<file path="src/rtl/assert_macros.svh">
// shared assertion macros for the blitter rtl
`ifndef ASSERT_MACROS_SVH
`define ASSERT_MACROS_SVH
`ifndef ASSERT_OFF
`define ASSERT_PROP(label, clk, rst, prop) \
    label: assert property (@(posedge clk) disable iff (rst) prop) \
        else $error("property failed");
`define ASSERT_NEVER(label, clk, rst, cond) \
    label: assert property (@(posedge clk) disable iff (rst) !(cond)) \
        else $error("forbidden condition seen");
`else
`define ASSERT_PROP(label, clk, rst, prop)
`define ASSERT_NEVER(label, clk, rst, cond)
`endif
`endif

</file>
<file path="src/rtl/msb_pkg.sv">
package msb_pkg;

    localparam int SCREEN_W    = 640;
    localparam int SCREEN_H    = 400;
    localparam int SPRITE_H    = 32;
    localparam int GLYPH_COUNT = 256;

    localparam int LINE_WORDS = (SCREEN_W + 31) / 32;
    localparam int FB_WORDS   = SCREEN_H * LINE_WORDS;
    localparam int FB_AW      = $clog2(FB_WORDS);
    localparam int FONT_BYTES = GLYPH_COUNT * 8;
    localparam int FONT_AW    = $clog2(FONT_BYTES);

    localparam int IN_W   = 120;
    localparam int USER_W = 3;
    localparam int OUT_W  = 40;

    localparam int QDEPTH = 2;
    localparam int QAW    = $clog2(QDEPTH);
    localparam int QCW    = $clog2(QDEPTH + 1);

    // bounds on the origin, inclusive
    localparam logic [10:0] X_MAX_S32 = 11'(SCREEN_W - 32);
    localparam logic [10:0] Y_MAX_S32 = 11'(SCREEN_H - SPRITE_H);
    localparam logic [10:0] X_MAX_S64 = 11'(SCREEN_W - 64);
    localparam logic [10:0] Y_MAX_S64 = 11'(SCREEN_H - 2 * SPRITE_H);
    localparam logic [10:0] X_MAX_GLY = 11'(SCREEN_W - 9);
    localparam logic [10:0] Y_MAX_GLY = 11'(SCREEN_H - 9);

    localparam logic [2:0] REQ_SPR32 = 3'd0;
    localparam logic [2:0] REQ_SPR64 = 3'd1;
    localparam logic [2:0] REQ_GLYPH = 3'd2;
    localparam logic [2:0] REQ_FONT  = 3'd3;
    localparam logic [2:0] REQ_READ  = 3'd4;

    typedef enum logic [2:0] {
        K_NONE,
        K_PLOT,
        K_GLYPH,
        K_FONT,
        K_READ
    } t_kind;

    typedef struct packed {
        t_kind              kind;
        logic               clip;
        logic [FB_AW-1:0]   waddr;
        logic [FONT_AW-1:0] faddr;
        logic [63:0]        data;
        logic [4:0]         shift;
        logic [1:0]         cnt;
    } t_cmd;

endpackage

</file>
<file path="src/rtl/msb_fifo.sv">
`include "assert_macros.svh"

module msb_fifo (
    input  logic          i_clk,
    input  logic          i_rst_n,
    input  logic          i_push,
    input  msb_pkg::t_cmd i_data,
    output logic          o_full,
    input  logic          i_pop,
    output msb_pkg::t_cmd o_data,
    output logic          o_empty
);

    msb_pkg::t_cmd                r_mem [msb_pkg::QDEPTH];
    logic [msb_pkg::QAW-1:0]      r_wp;
    logic [msb_pkg::QAW-1:0]      r_rp;
    logic [msb_pkg::QCW-1:0]      r_cnt;
    logic [msb_pkg::QCW-1:0]      n_cnt;

    assign o_full  = (r_cnt == msb_pkg::QCW'(msb_pkg::QDEPTH));
    assign o_empty = (r_cnt == '0);
    assign o_data  = r_mem[r_rp];

    always_comb begin
        n_cnt = r_cnt;
        if (i_push && !i_pop) begin
            n_cnt = r_cnt + 1'b1;
        end else if (i_pop && !i_push) begin
            n_cnt = r_cnt - 1'b1;
        end
    end

    always_ff @(posedge i_clk) begin
        if (!i_rst_n) begin
            r_wp  <= '0;
            r_rp  <= '0;
            r_cnt <= '0;
        end else begin
            r_cnt <= n_cnt;
            if (i_push) begin
                r_wp <= r_wp + 1'b1;
            end
            if (i_pop) begin
                r_rp <= r_rp + 1'b1;
            end
        end
    end

    always_ff @(posedge i_clk) begin
        if (i_push) begin
            r_mem[r_wp] <= i_data;
        end
    end

    `ASSERT_NEVER(a_push_full, i_clk, !i_rst_n, i_push && o_full && !i_pop)
    `ASSERT_NEVER(a_pop_empty, i_clk, !i_rst_n, i_pop && o_empty)

endmodule

</file>
<file path="config.mk">
export PLATFORM = sky130hd
export DESIGN_NAME = msb_fifo
export DESIGN_NICKNAME = d
export VERILOG_FILES = /design/src/rtl/msb_pkg.sv /design/src/rtl/msb_fifo.sv
export VERILOG_INCLUDE_DIRS = /design/src /design/src/rtl
export SDC_FILE = /design/constraint.sdc
export NUM_CORES = 1
export LEC_CHECK = 0
export BUFFER_PORTS_ARGS = -buffer_cell sky130_fd_sc_hd__buf_2
export CAP_MARGIN = 20
export CELL_PAD_IN_SITES_DETAIL_PLACEMENT = 0
export CELL_PAD_IN_SITES_GLOBAL_PLACEMENT = 1
export CORE_ASPECT_RATIO = 0.5
export CORE_MARGIN = 2
export CORE_UTILIZATION = 30
export DETAILED_ROUTE_END_ITERATION = 12
export HOLD_SLACK_MARGIN = 0.15
export PLACE_DENSITY = 0.61
export SYNTH_ARGS = -nofsm -noshare
export SYNTH_HDL_FRONTEND = slang
export SYNTH_SLANG_ARGS = --single-unit
</file>
<file path="constraint.sdc">
create_clock -name i_clk -period 6.9 [get_ports i_clk]
set_input_delay 0.345 -clock i_clk [delete_from_list [all_inputs] [get_ports i_clk]]
set_output_delay 0.345 -clock i_clk [all_outputs]
set_load 0.01 [all_outputs]
</file>
Word-level counts from Yosys, hierarchy flattened
Memory sizes are Yosys's and may differ from the RTL's. A register that Yosys moved wholly into a read port is not among the register bits.
Index checks and enable logic that the tools add are counted.
{ "word_totals": {"reg_bits": 4, "latchBits": 0, "ram_bits": 198, "rom_bits": 0, "inputBits": 103, "out_inout_bits": 101, "memories": 1} }
{ "memory_table": {"columns": ["name", "depth", "width", "read_ports", "rd_clocked_by_memory_dff", "wr", "line_no", "source"], "rows": [
  ["r_mem", 2, 99, 1, 1, 1, "msb_fifo.sv:14", "msb_pkg::t_cmd r_mem [msb_pkg::QDEPTH];"]
]} }
{ "classes": {"add_sub_neg": 4, "mul": 0, "n_div": 0, "magnitude_cmp": 0, "eq_ne": 1, "n_shift": 0, "n_mux": 6, "bitwise": 0, "reduce_logical": 6} }
{ "op_table": {"columns": ["op", "count"], "rows": [
  ["2-to-1 mux 1 bit", 4],
  ["2-to-1 mux 2 bit", 2],
  ["adder 1 bit (second input constant)", 2],
  ["adder 2 x 1 -> 2 bit (second input constant)", 1],
  ["== test 2 bit (second input constant)", 1],
  ["logical AND 1 bit", 2],
  ["logical NOT 1 bit", 2],
  ["logical NOT 2 bit", 1],
  ["nonzero test 2 bit", 1],
  ["subtractor 2 x 1 -> 2 bit (second input constant)", 1]
]} }

Depth between registers and ports, before layout
{ "logic_depth": {"word_depth": 4, "ltp_mapped": 5, "depth_no_buf": 5} }

Worst setup path before layout
OpenSTA, ideal clock, no wires.
{ "synth_timing": {"path_type": "register to register", "start": "register r_wp", "end": "memory r_mem[0][0] in the netlist's numbering, enable pin", "setup_time_ps": 570, "arrival_ps": 4701, "setup_slack_ps": 1629, "stages_incl_launch_ff": 2, "n_path_buf": 0, "period_less_slack_ps": 5271, "path_cell_list": "dfxtp_1 nor2b_1"} }
{ "synth_lines": {"columns": ["item", "line_no", "source"], "rows": [
  ["start: declaration", "msb_fifo.sv:15", "logic [msb_pkg::QAW-1:0] r_wp;"],
  ["start signal: assignment", "msb_fifo.sv:41", "r_wp <= r_wp + 1'b1;"],
  ["end: declaration", "msb_fifo.sv:14", null]
]} }
Straight into the memory's write port.

==> flow_summary.yaml <==
outcome:
  status: "finished clean"
logic_synthesis:
  synth_compound_area_share_pct: 0.271
  postSynthCellCount: 330
  ys_ff_latch: 203
  syn-num-nets: 434
  synthAdderAreaFrac_pct: 0.169
  yosys-top-cells-count: "198 x edfxtp_1, 89 x mux2_2, 10 x mux2_4, 8 x buf_2, 5 x dfxtp_1"
  yosysMostFrequentCell: "edfxtp_1"
  yosys_warnings: 0
  synth.area.mux_share_pct: 15.6
  avgSynthCellArea_sq_um: 22.4
  syn_area_sq_um: 7390
  yosysSeqAreaShare_pct: 81.8
  ys.flop_type: "edfxtp_1"
  yosys.area_share.simple_pct: 0.728
  async_flop_share_pct: 0
  synth_top_area_cell: "edfxtp_1"
  synth_top_family_by_area: "multiplexers"
  synth_xor_area_share_pct: 0.356
  synth_top_area_share_pct: 80.5
  yosys-top-cells-area: "edfxtp_1 80%, mux2_2 14%, mux2_4 2.0%, dfxtp_1 1.4%, buf_2 0.54%"
  synthDistinctLibCells: 17
  synth_edf_count: 198
timing:
  grt_setup_unrepaired: "no"
  finalCritPeriodShare_pct: 43.2
  fin_tns_setup_ns: 0
  finalSetupViolations: 0
  hold_viol: 0
  tightest_slew_ns: 0.798
  maxSlewHeadroom_pct: 46.8
  timing.fmax_mhz: 336
  clock_skew_ns: 0.00710
  slew_violations: 0
  min_period_ns: 2.98
global_route:
  grt_pass1_vias: 4385
  antenna_found_initial: 0
  grt_max_degree: 53
  grt_pass1_wl_mm: 23.9
  grt_util_all_layers_pct: 12.1
  globalRouteOverflowTotal: 0
cts:
  numCtsBuffers: 20
  cts-root-buf: "clkbuf_16"
  cts_hold_repair.buffers: 100
  ctsHtreeMaxLevel: 1
  cts_tree: "done"
  postCtsResizedCells: 0
  clock_latency_ns: 0.49
  cts_setup_buffers: 0
  cts.clk_slew.worst_paths_ns: 0.06
  clock_tree.buffer_depth: 3
  clock_sinks: 203
die:
  initial_core_util_pct: 30.7
  die_x_um: 226
  ios: 204
  rows: 40
  die_area_sq_um: 26000
  chipHeight_um: 115
  core_sq_um: 24100
route:
  postRouteAntennaNets: 0
  drt_iter0_drc: 204
  vias: 4155
  routed_wl_mm: 16.1
  drt-wirelength-per-cell_um: 16.1
  drc_errors: 0
  firstDrtPassIters: 4
  via_per_inst: 4.16
power_and_ir_drop:
  power_leakage_nw: 3.89
  p_total_mw: 2.77
  ir_worst_vdd_v: 0.000122
  power_density_nw_per_um2: 267
placed_design:
  dpl.hpwl_mm: 10.4
  globalplace.congestion: 0.726
  io_buffers: 203
  dpl-instance-area_sq_um: 8790
hold_path:
  holdPathStages: 3
  hold_path_class: "in2reg"
finish:
  stdcell_area_sq_um: 10400
  post-route-util_pct: 43.2
  drive_gt1_share_pct: 50.8
  syn_to_final_growth_pct: 40.7
  antennaDiodeCount: 0
  final_nets: 752
run:
  cap_violations: 0
setup_path:
  cp_max_fo: 52
  path_cells: "buf_4, mux2_2, buf_2"
  slowest_delay_ns: 0.78
  cp_data_arrival_time_ns: 2.64
  critPathLaunchType: "flop"
  required_ns: 6.55
  crit_type: "reg2out"
  crit_slowest_cell: "dfxtp_4"
  end_kind: "output port"
  r2r_cells: 2
[critical path, delay by kind of cell, from the launching register on]
kind / cells / cell delay [ns]
flops: 1 / 0.78
buf+inv: 2 / 0.87
mux: 1 / 0.42
[kinds of logic after synthesis]
kind of cell / Yosys count
AOI/OAI and AO/OA: 3
xor gates and xnor gates: 3
adders and majority gates: 1
buffers and inverters: 12
DFF: 203
muxes: 99
and+or+nand+nor: 9
[through the flow]
| stage | worst slack (ns) | std cells | hold WS (ns) |
|---|---|---|---|
| floorplan | 1.63 | 330 | 0.444 |
| global placement | 4.35 | 862 | 0.482 |
| detailed placement | 4.33 | 862 | 0.490 |
| CTS | 3.81 | 998 | 0.180 |
| global route | 3.73 | 998 | 0.195 |
| finish | 3.92 | 998 | 0.208 |
[flip-flops by register name, indices dropped and copies added (netlist names), named ones only]
signal  count
r_cnt       2
r_mem     198
r_rp        1
r_wp        1
[layout by cell type, fill, tap and decap left out]
cell type	n
nor2_1	1
inv_1	1
clkbuf_16	21
buf_4	4
nor2b_4	1
xor2_1	2
xnor2_1	1
dlygate4sd3_1	100
buf_2	203
or3_1	1
ha_1	1
o21ai_0	1
and2_4	1
clkbuf_1	5
dfxtp_4	1
nor2b_1	2
o21a_1	1
clkinvlp_4	3
edfxtp_1	198
and2_1	3
clkinv_2	3
a21boi_1	1
dfxtp_1	4
mux2_4	10
mux2_2	89
clkinv_1	4
[final cells by class]
type	instances	area (sq um)
well taps	336	420
repair buffers	307	2050
clock inverters	10	52.6
clock buffers	26	544
inverters	1	3.75
multi-input cells	115	1270
flip-flops and latches	203	6050
fillers	2187	13700
[where the power goes]
part / internal [mW] / switching (mW)
combinational: 0.168 / 0.147
sequential: 1.42 / 0.0257
clock: 0.558 / 0.447
total: 2.15 / 0.620
[routing by layer]
metal	GRT usage [%]	routed length, um
met1	14.0	6390
met2	22.3	8660
met3	2.56	494
met4	4.50	535
met5	0	0
[path summary, 6_finish.rpt]
path	start	endpoint	slack [ns]
setup / recovery	flop	o_data[78]	3.92
hold / removal	i_pop	r_rp	0.21
hold reg to reg	r_cnt[1]	r_cnt[1]	0.51
setup reg to reg	r_wp	r_mem[1][25]	4.75
Note: power is estimated with default switching activity, not from simulation.
