[config.mk]
export PLATFORM = sky130hd
export DESIGN_NAME = msb_front
export DESIGN_NICKNAME = d
export VERILOG_FILES = /design/src/rtl/assert_macros.svh /design/src/rtl/msb_pkg.sv /design/src/rtl/msb_front.sv
export SDC_FILE = /design/constraint.sdc
export NUM_CORES = 1
export LEC_CHECK = 0
export BUFFER_PORTS_ARGS = -buffer_cell sky130_fd_sc_hd__buf_2
export CAP_MARGIN = 25
export CELL_PAD_IN_SITES_DETAIL_PLACEMENT = 0
export CELL_PAD_IN_SITES_GLOBAL_PLACEMENT = 1
export CORE_AREA = 10 10 113 115
export DETAILED_ROUTE_END_ITERATION = 8
export DIE_AREA = 0 0 123 125
export PLACE_DENSITY = 0.76
export SLEW_MARGIN = 30
export SYNTH_ARGS = -nofsm -noshare
export SYNTH_HDL_FRONTEND = slang
export SYNTH_SLANG_ARGS = --single-unit
[constraint.sdc]
create_clock -name vclk -period 3.08
set_input_delay 0 -clock vclk [all_inputs]
set_output_delay 0 -clock vclk [all_outputs]
set_load 0.1 [all_outputs]
[src/rtl/assert_macros.svh]
// shared assertion macros for the blitter rtl
`ifndef ASSERT_MACROS_SVH
`define ASSERT_MACROS_SVH
`ifndef ASSERT_OFF
`define ASSERT_PROP(label, clk, rst, prop) \
    label: assert property (@(posedge clk) disable iff (rst) prop) \
        else $error("property failed");
`define ASSERT_NEVER(label, clk, rst, cond) \
    label: assert property (@(posedge clk) disable iff (rst) !(cond)) \
        else $error("forbidden condition seen");
`else
`define ASSERT_PROP(label, clk, rst, prop)
`define ASSERT_NEVER(label, clk, rst, cond)
`endif
`endif

[src/rtl/msb_pkg.sv]
package msb_pkg;

    localparam int SCREEN_W    = 640;
    localparam int SCREEN_H    = 400;
    localparam int SPRITE_H    = 32;
    localparam int GLYPH_COUNT = 256;

    localparam int LINE_WORDS = (SCREEN_W + 31) / 32;
    localparam int FB_WORDS   = SCREEN_H * LINE_WORDS;
    localparam int FB_AW      = $clog2(FB_WORDS);
    localparam int FONT_BYTES = GLYPH_COUNT * 8;
    localparam int FONT_AW    = $clog2(FONT_BYTES);

    localparam int IN_W   = 120;
    localparam int USER_W = 3;
    localparam int OUT_W  = 40;

    localparam int QDEPTH = 2;
    localparam int QAW    = $clog2(QDEPTH);
    localparam int QCW    = $clog2(QDEPTH + 1);

    // bounds on the origin, inclusive
    localparam logic [10:0] X_MAX_S32 = 11'(SCREEN_W - 32);
    localparam logic [10:0] Y_MAX_S32 = 11'(SCREEN_H - SPRITE_H);
    localparam logic [10:0] X_MAX_S64 = 11'(SCREEN_W - 64);
    localparam logic [10:0] Y_MAX_S64 = 11'(SCREEN_H - 2 * SPRITE_H);
    localparam logic [10:0] X_MAX_GLY = 11'(SCREEN_W - 9);
    localparam logic [10:0] Y_MAX_GLY = 11'(SCREEN_H - 9);

    localparam logic [2:0] REQ_SPR32 = 3'd0;
    localparam logic [2:0] REQ_SPR64 = 3'd1;
    localparam logic [2:0] REQ_GLYPH = 3'd2;
    localparam logic [2:0] REQ_FONT  = 3'd3;
    localparam logic [2:0] REQ_READ  = 3'd4;

    typedef enum logic [2:0] {
        K_NONE,
        K_PLOT,
        K_GLYPH,
        K_FONT,
        K_READ
    } t_kind;

    typedef struct packed {
        t_kind              kind;
        logic               clip;
        logic [FB_AW-1:0]   waddr;
        logic [FONT_AW-1:0] faddr;
        logic [63:0]        data;
        logic [4:0]         shift;
        logic [1:0]         cnt;
    } t_cmd;

endpackage

[src/rtl/msb_front.sv]
module msb_front (
    input  logic                         i_tvalid,
    input  logic [msb_pkg::IN_W-1:0]     i_tdata,
    input  logic [msb_pkg::USER_W-1:0]   i_tuser,
    input  logic                         i_q_full,
    input  logic                         i_clearing,
    output logic                         o_tready,
    output logic                         o_push,
    output msb_pkg::t_cmd                o_cmd
);

    logic [10:0] pos_x;
    logic [10:0] pos_y;
    logic [5:0]  row;
    logic [31:0] lo;
    logic [31:0] hi;
    logic [7:0]  code;
    logic [12:0] word_addr;
    logic [10:0] x_u;
    logic [10:0] y_u;
    logic [10:0] line;
    logic [15:0] line_base;
    logic [15:0] waddr_full;
    logic [15:0] rd_addr;
    logic        in_s32;
    logic        in_s64;
    logic        in_gly;
    logic        code_ok;
    logic        row_ok8;

    assign pos_x     = i_tdata[10:0];
    assign pos_y     = i_tdata[21:11];
    assign row       = i_tdata[27:22];
    assign lo        = i_tdata[59:28];
    assign hi        = i_tdata[91:60];
    assign code      = i_tdata[99:92];
    assign word_addr = i_tdata[112:100];

    assign x_u = {1'b0, pos_x[9:0]};
    assign y_u = {1'b0, pos_y[9:0]};
    assign line = y_u + {5'b0, row};
    assign line_base = 16'({5'b0, line}) * 16'(msb_pkg::LINE_WORDS);
    assign waddr_full = line_base + {11'b0, x_u[9:5]};
    assign rd_addr = {3'b0, word_addr};

    assign in_s32 = !pos_x[10] && (x_u <= msb_pkg::X_MAX_S32)
                 && !pos_y[10] && (y_u <= msb_pkg::Y_MAX_S32);
    assign in_s64 = !pos_x[10] && (x_u <= msb_pkg::X_MAX_S64)
                 && !pos_y[10] && (y_u <= msb_pkg::Y_MAX_S64);
    assign in_gly = !pos_x[10] && (x_u <= msb_pkg::X_MAX_GLY)
                 && !pos_y[10] && (y_u <= msb_pkg::Y_MAX_GLY);
    assign code_ok = {1'b0, code} < 9'(msb_pkg::GLYPH_COUNT);
    assign row_ok8 = (row[5:3] == 3'b0);

    assign o_tready = !i_q_full && !i_clearing;
    assign o_push   = i_tvalid && o_tready;

    always_comb begin
        o_cmd       = '0;
        o_cmd.kind  = msb_pkg::K_NONE;
        o_cmd.waddr = waddr_full[msb_pkg::FB_AW-1:0];
        o_cmd.faddr = msb_pkg::FONT_AW'({code, row[2:0]});
        o_cmd.data  = {lo, 32'h0};
        o_cmd.shift = x_u[4:0];
        o_cmd.cnt   = 2'd2;
        case (i_tuser)
            msb_pkg::REQ_SPR32: begin
                if (!in_s32) begin
                    o_cmd.clip = 1'b1;
                end else if ({1'b0, row} < 7'(msb_pkg::SPRITE_H)) begin
                    o_cmd.kind = msb_pkg::K_PLOT;
                end
            end
            msb_pkg::REQ_SPR64: begin
                o_cmd.data = {lo, hi};
                o_cmd.cnt  = 2'd3;
                if (!in_s64) begin
                    o_cmd.clip = 1'b1;
                end else if ({1'b0, row} < 7'(2 * msb_pkg::SPRITE_H)) begin
                    o_cmd.kind = msb_pkg::K_PLOT;
                end
            end
            msb_pkg::REQ_GLYPH: begin
                if (!in_gly) begin
                    o_cmd.clip = 1'b1;
                end else if (row_ok8 && code_ok) begin
                    o_cmd.kind = msb_pkg::K_GLYPH;
                end
            end
            msb_pkg::REQ_FONT: begin
                o_cmd.data = {56'h0, lo[7:0]};
                if (row_ok8 && code_ok) begin
                    o_cmd.kind = msb_pkg::K_FONT;
                end
            end
            msb_pkg::REQ_READ: begin
                o_cmd.waddr = rd_addr[msb_pkg::FB_AW-1:0];
                o_cmd.cnt   = 2'd1;
                if (rd_addr < 16'(msb_pkg::FB_WORDS)) begin
                    o_cmd.kind = msb_pkg::K_READ;
                end
            end
            default: begin
                o_cmd.kind = msb_pkg::K_NONE;
            end
        endcase
    end

endmodule

# [Word level (Yosys, flattened, before mapping)]
# Index checks and enable logic that the tools add are counted.
[totals] mem_bits_rw=0 memories=0 inputBits=126 word_cells=47 rom_bits=0 ff_bits=0 latch_bits=0
[op_classes] n_bitwise=0 n_reduce_logical=17 muxes=15 eq_ne=4 addsub=2 n_lt_le_gt_ge=8 multipliers=1 shift=0 div=0
[op_table] cell="one-hot mux 64 bit (2 select lines)" n=1
[op_table] cell="less-or-equal comparator 10 bit, second input constant" n=3
[op_table] cell="less-or-equal comparator 10 x 9 -> 1 bit, second input constant" n=3
[op_table] cell="one-hot mux 3 bit (5 select lines)" n=1
[op_table] cell="adder 13 x 5 -> 13 bit" n=1
[op_table] cell="< comparator 13 bit, second input constant" n=1
[op_table] cell="2-to-1 mux 13 bit" n=1
[op_table] cell="adder 10 x 6 -> 11 bit" n=1
[op_table] cell="logical AND 1 bit" n=11
[op_table] cell="multiplier 11 x 3 -> 11 bit, second input constant" n=1
[op_table] cell="2-to-1 mux 3 bit" n=3
[op_table] cell="== test 3 x 2 -> 1 bit, second input constant" n=2
[op_table] cell="zero test 3 bit" n=2
[op_table] cell="< comparator 6 bit, second input constant" n=1
[op_table] cell="2-to-1 mux 1 bit" n=5
[op_table] cell="zero test 1 bit" n=4
[op_table] cell="2-to-1 mux 2 bit" n=2
[op_table] cell="one-hot mux 2 bit (2 select lines)" n=1
[op_table] cell="== test 3 x 1 -> 1 bit, second input constant" n=1
[op_table] cell="== test 3 bit, second input constant" n=1
[op_table] cell="one-hot mux 1 bit (3 select lines)" n=1

# [Longest topological paths before layout]
# Gate-level depths: netlist of the first run.
[depth] ltp_word=6 mapped_depth=17 ltp_nobuf=17

# [Worst setup path before layout of the first run]
# OpenSTA, ideal clock, no wires.
[synth_timing] path_kind="input-to-output" start="in i_tdata[12] (netlist bit)" end="out o_cmd[93] (netlist bit)" path_stages=16 setup_slack_ns=-1.870 n_path_buf=0 arrival_time_ns=4.950 path_cell_list="ha_1 a21o_1 a21oi_1 o21bai_1 a21oi_1 nor2b_1 o2111ai_1 xnor2_1 ha_1 ha_1 inv_1 and3_1 a211o_1 a311oi_1 xor2_1 o21ai_0"
[synth_lines] element="from (decl)" line="msb_front.sv:3" text="input logic [msb_pkg::IN_W-1:0] i_tdata,"
[synth_lines] element="to (decl)" line="msb_front.sv:9" text="output msb_pkg::t_cmd o_cmd"

==> results of run 1 <==
area by class of cell:
class / instances / share of cell area, %
multi-input cells: 241 / 54.1
inverters: 13 / 1.35
well taps: 140 / 4.60
repair buffers: 249 / 39.9
through the flow:
stage	cells	worst slack, ns
after floorplan	283	-0.379
after global placement	636	-0.270
after detailed placement	636	-0.395
after CTS	642	-0.269
after global routing	643	-0.454
final	643	-0.201
per-layer routing:
| metal | part of all wire, % | track usage [%] | wire length, um |
|---|---|---|---|
| met5 | 0 | 0 | 0 |
| met1 | 39 | 13.2 | 3850 |
| met3 | 7.4 | 3.60 | 732 |
| met2 | 52 | 22.0 | 5110 |
| met4 | 1.5 | 1.58 | 143 |
cell families after synthesis:
kind of cell / count (synthesis) / share of synthesized area [%]
multiplexers: 7 / 3.84
buffers and inverters: 42 / 11.1
AO/OA/AOI/OAI: 57 / 19.6
AND/OR/NAND/NOR: 128 / 37.2
XOR/XNOR: 26 / 12.4
adder cells (fa/ha/maj): 23 / 15.9
path summary, 6_finish.rpt:
check | start | end
max | i_tdata[12] | o_cmd[94]
min | i_tdata[95] | o_cmd[77]
cells in the mapped netlist (2+ instances only):
cell type | instances | area, um2
a21o_1 | 4 | 30.0
a21oi_1 | 11 | 55.1
a22o_1 | 8 | 70.1
and2_1 | 59 | 369
and3_1 | 3 | 18.8
buf_4 | 16 | 120
clkbuf_1 | 13 | 48.8
fa_1 | 3 | 60.1
ha_1 | 20 | 250
inv_1 | 13 | 48.8
mux2_2 | 4 | 45.0
mux2i_1 | 3 | 30.0
nand2_1 | 16 | 60.1
nand2b_1 | 5 | 31.3
nand3_1 | 5 | 25.0
nand3b_1 | 2 | 15.0
nand4_1 | 2 | 12.5
nor2_1 | 15 | 56.3
nor2b_1 | 5 | 31.3
nor3_1 | 6 | 30.0
nor3b_1 | 2 | 15.0
nor4_1 | 2 | 12.5
o2111ai_1 | 2 | 17.5
o21a_1 | 3 | 22.5
o21ai_0 | 15 | 75.1
o21ai_1 | 2 | 10.0
o21bai_1 | 2 | 15.0
xnor2_1 | 11 | 96.3
xor2_1 | 14 | 123
power by group through the flow:
stage	Sequential (uW)	Clock, uW	Combinational, uW
after floorplan	0	0	1830
after global placement	0	0	2570
after detailed placement	0	0	2580
after CTS	0	0	2750
after global routing	0	0	2920
final	0	0	2780
critical path, stage by stage:
cell      delay (ns)
buf_8           0.10
ha_4            0.22
a21o_1          0.16
a21oi_2         0.13
buf_4           0.12
buf_4           0.10
xnor2_2         0.06
ha_1            0.29
ha_2            0.17
inv_1           0.06
fa_2            0.39
nand2b_4        0.15
a21oi_2         0.12
xor2_1          0.18
nand3_1         0.14
nor3_2          0.23
xnor3_1         0.28
o21ai_4         0.18
buf_12          0.19
what timing repair did:
item | 4_1_cts | 5_1_grt
setup buffers | 6 | 1
hold buffers | 0 | 0
pin swaps | 12 | 12
resized for setup | 31 | 8
endpoints found under the setup margin | 4 | 5
==> impl_metrics.py, run 1 <==
metrics = {
    "synthesis": {
        "syn_area_um2": 1950,
        "netlist_instances": 283,
        "synth_nets": 432,
        "yosys_warnings": 0,
        "ys_types": 46,
        "syn_avg_cell_area_um2": 6.91,
        "ys_seq_area_share_pct": 0,
    },
    "sta": {
        "slew_violations": 0,
        "worst_pin_slew_ns": 0.546,
        "fin_crit_ns": 3.28,
        "setup_ws_ns": -0.201,
        "max_freq_ghz": 0.305,
        "rsz0062_at_grt": "true",
        "slew_headroom_pct": 63.1,
        "setup_viol": 2,
        "finalSetupTns_ns": -0.305,
        "hold_ws_ns": 0.0000439,
        "hold_violations": 0,
        "fin_crit_sh_pct": 107,
    },
    "placed_design": {
        "hpwl_um": 8830,
        "dpl_cell_area_um2": 3530,
        "gp_congestion": 0.809,
        "portBuffers": 204,
    },
    "die": {
        "rows": 38,
        "pin_count": 227,
        "core-area_um2": 10600,
        "die_w_um": 123,
        "die-area_um2": 15400,
        "fp.dieH_um": 125,
        "start_util_pct": 18.4,
    },
    "detailed_routing": {
        "vias_per_cell": 4.18,
        "route.detailed.drc": 0,
        "totalWireLength_um": 9830,
        "wl_per_cell_um": 15.3,
        "postRouteAntennaNets": 0,
        "firstDrtPassIters": 4,
        "vias": 2690,
        "first_iter_violations": 77,
    },
    "power_and_ir_drop": {
        "p_sw_share_pct": 63.0,
        "pwr-share-seq_pct": 0,
        "combPwrFrac_pct": 100.0,
        "ir_worst_vdd_mv": 0.557,
        "p_switching_uw": 1750,
        "power.total_uw": 2780,
        "leakagePower_uw": 0.00196,
        "internal_power_uw": 1030,
        "clkPwrFrac_pct": 0,
        "power.density_nw_per_um2": 730,
    },
    "setup_path": {
        "endpoint_kind": "output pin",
        "worstPathMaxFanout": 3,
        "cp_data_required_time_ns": 3.08,
        "start_kind": "primary input",
        "cp.arrival_ns": 3.28,
        "crit_type": "in -> out",
    },
    "status": {
        "violations": "negative setup slack",
        "status": "finished, violations left",
    },
    "global_route": {
        "grt_pass1_wl_um": 15200,
        "track_usage_pct": 11.9,
        "grt_start_max_net_pins": 34,
        "grt_pass1_vias": 2951,
        "grt_overflow": 0,
        "antenna_found_initial": 0,
    },
    "cells_and_area": {
        "final_cell_mix": "buf_2 (193), and2_1 (59), buf_4 (40)",
        "antennaDiodeCount": 0,
        "final_design_area_no_fill_um2": 3800,
        "final_common_cell": "buf_2",
        "multiInputGateArea_um2": 2060,
        "fillers": 1112,
        "design.seq.count": 0,
        "clock_buffers": 0,
        "fin_util_pct": 35.9,
        "syn2layout_area_growth_pct": 94.7,
        "fin_nets": 654,
        "regArea_um2": 0,
        "drive_gt1_share_pct": 60.2,
    },
    "flow_run": {
        "maxCapViolCount": 0,
    },
    "min_path": {
        "hold_path.class": "in -> out",
        "holdPathStages": 0,
    },
}
(Power assumes the default switching activity.)
==> run 2: changes to the inputs <==
--- a/config.mk
+++ b/config.mk
@@ -5,14 +5,15 @@
 export SDC_FILE = /design/constraint.sdc
 export NUM_CORES = 1
 export LEC_CHECK = 0
+export ABC_AREA = 1
 export BUFFER_PORTS_ARGS = -buffer_cell sky130_fd_sc_hd__buf_2
 export CAP_MARGIN = 25
 export CELL_PAD_IN_SITES_DETAIL_PLACEMENT = 0
 export CELL_PAD_IN_SITES_GLOBAL_PLACEMENT = 1
-export CORE_AREA = 10 10 113 115
+export CORE_AREA = 10 10 117 119
 export DETAILED_ROUTE_END_ITERATION = 8
-export DIE_AREA = 0 0 123 125
-export PLACE_DENSITY = 0.76
+export DIE_AREA = 0 0 127 129
+export PLACE_DENSITY = 0.78
 export SLEW_MARGIN = 30
 export SYNTH_ARGS = -nofsm -noshare
 export SYNTH_HDL_FRONTEND = slang
==> impl_metrics.py, run 2 <==
metrics = {
    "detailed_routing": {
        "route.detailed.drc": 0,
        "firstDrtPassIters": 4,
        "vias": 3141,
        "wl_per_cell_um": 13.9,
        "totalWireLength_um": 10600,
        "first_iter_violations": 70,
        "vias_per_cell": 4.09,
        "postRouteAntennaNets": 0,
    },
    "cells_and_area": {
        "fin_util_pct": 32.9,
        "fin_nets": 776,
        "stdcell_count": 768,
        "final_cell_mix": "buf_2 (195), inv_1 (98), nor2_1 (80)",
        "regArea_um2": 0,
        "clock_buffers": 0,
        "drive_gt1_share_pct": 45.3,
        "final_common_cell": "buf_2",
        "antennaDiodeCount": 0,
        "design.seq.count": 0,
        "syn2layout_area_growth_pct": 74.9,
    },
    "die": {
        "core-area_um2": 11300,
        "die_w_um": 127,
        "pin_count": 227,
        "die-area_um2": 16400,
        "start_util_pct": 18.8,
        "rows": 39,
        "fp.dieH_um": 129,
    },
    "flow_run": {
        "maxCapViolCount": 0,
    },
    "placed_design": {
        "gp_congestion": 0.810,
        "hpwl_um": 9620,
        "post-place-ws_ns": -0.0707,
        "portBuffers": 204,
        "dp_cells": 764,
    },
    "sta": {
        "slew_headroom_pct": 65.5,
        "fin_crit_sh_pct": 94.2,
        "fin_crit_ns": 2.90,
        "worst_pin_slew_ns": 0.521,
        "hold_violations": 0,
        "setup_ws_ns": 0.180,
        "max_freq_ghz": 0.345,
        "hold_ws_ns": 0.0000439,
        "finalSetupTns_ns": 0,
        "setup_viol": 0,
        "slew_violations": 0,
    },
    "setup_path": {
        "cp.arrival_ns": 2.90,
        "endpoint_kind": "output pin",
        "cpMaxStageDelayCell": "fa_2",
        "cp_data_required_time_ns": 3.08,
        "crit_type": "in -> out",
        "cp-endpoint": "o_cmd[94]",
        "crit_buf_inv": 8,
        "cpMostUsedCell": "nand2_2",
        "max_stage_delay_ns": 0.35,
        "startpoint": "i_tdata[22]",
        "worstPathMaxFanout": 3,
        "start_kind": "primary input",
        "critPathTopFamily": "simple AND/OR/NAND/NOR gates",
        "critical_path_cell_count": 25,
    },
    "power_and_ir_drop": {
        "leakagePower_uw": 0.00231,
        "ir_worst_vdd_mv": 0.842,
        "power.density_nw_per_um2": 676,
    },
    "synthesis": {
        "syn_avg_cell_area_um2": 5.04,
        "synth_nets": 571,
        "synth.area.top_cells": "inv_1 (18%), nand2_1 (15%), nor2_1 (15%)",
        "netlist_instances": 422,
        "yosysMostFrequentCell": "inv_1",
        "yosys_warnings": 0,
        "syn_area_um2": 2130,
        "netlist.area_leader.share_pct": 18.0,
        "yosys-top-cells-count": "inv_1 (102), nand2_1 (85), nor2_1 (85)",
        "ys_seq_area_share_pct": 0,
        "ys_types": 35,
        "yosysTopAreaCell": "inv_1",
    },
    "global_route": {
        "antenna_found_initial": 0,
        "grt_pass1_wl_um": 15600,
        "grt_start_max_net_pins": 34,
        "grt_pass1_vias": 3088,
        "grt_overflow": 0,
        "track_usage_pct": 11.3,
    },
    "status": {
        "status": "finished clean",
    },
    "min_path": {
        "hold_path.class": "in -> out",
    },
    "clock_network": {
        "postCtsHoldBufs": 0,
    },
}
run 2: changes by cell type in the layout (fill, tap and decap cells not counted), sizes merged, moves of 8 or more:
cell / before / now
a22o: 8 / 0
and2: 59 / 0
buf: 249 / 227
inv: 13 / 102
nand2: 16 / 86
nand3: 5 / 35
nor2: 15 / 86
run 2: layout make-up:
class / instances / area, um2
Fill cell: 1286 / 7600
Timing Repair Buffer: 227 / 1320
Tap cell: 143 / 179
Inverter: 103 / 387
Multi-Input combinational cell: 295 / 1840
run 2: per-stage QoR:
stage	power, uW	instance area (um2)
global route	2680	3720
finish	2520	3720
CTS	2370	3470
floorplan	1710	2150
global placement	2350	3450
detailed placement	2350	3450
run 2: report_power, final:
group	internal, uW	switching, uW
clock	0	0
sequential	0	0
combinational	817	1700
total	817	1700
run 2: worst min path at each step:
stage                            to  slack [ns]         from  depth (start not counted)
final                     o_cmd[80]     0.00004  i_tdata[98]                          0
after global routing      o_cmd[75]      0.0002  i_tdata[93]                          0
after CTS                 o_cmd[74]      0.0007  i_tdata[92]                          0
after detailed placement  o_cmd[74]      0.0007  i_tdata[92]                          0
after global placement    o_cmd[74]      0.0007  i_tdata[92]                          0
after floorplan            o_cmd[2]        0.21   i_tdata[0]                          1
run 2: layer usage:
metal  GRT usage, %  share of wire [%]
met5              0                  0
met3           4.97                 10
met1           10.8                 34
met2           22.9                 55
met4          0.268               0.20
run 2: timing repair:
item / CTS / global route
setup endpoints to repair: 3 / 4
setup buffers: 0 / 4
gates resized for setup: 7 / 47
pin swaps: 9 / 30
run 2: cells by family after synthesis:
group,share of synthesized area [%]
compound gates,10.6
xor+xnor,6.06
fa+ha+maj,14.6
buf+inv,25.4
simple gates,43.4
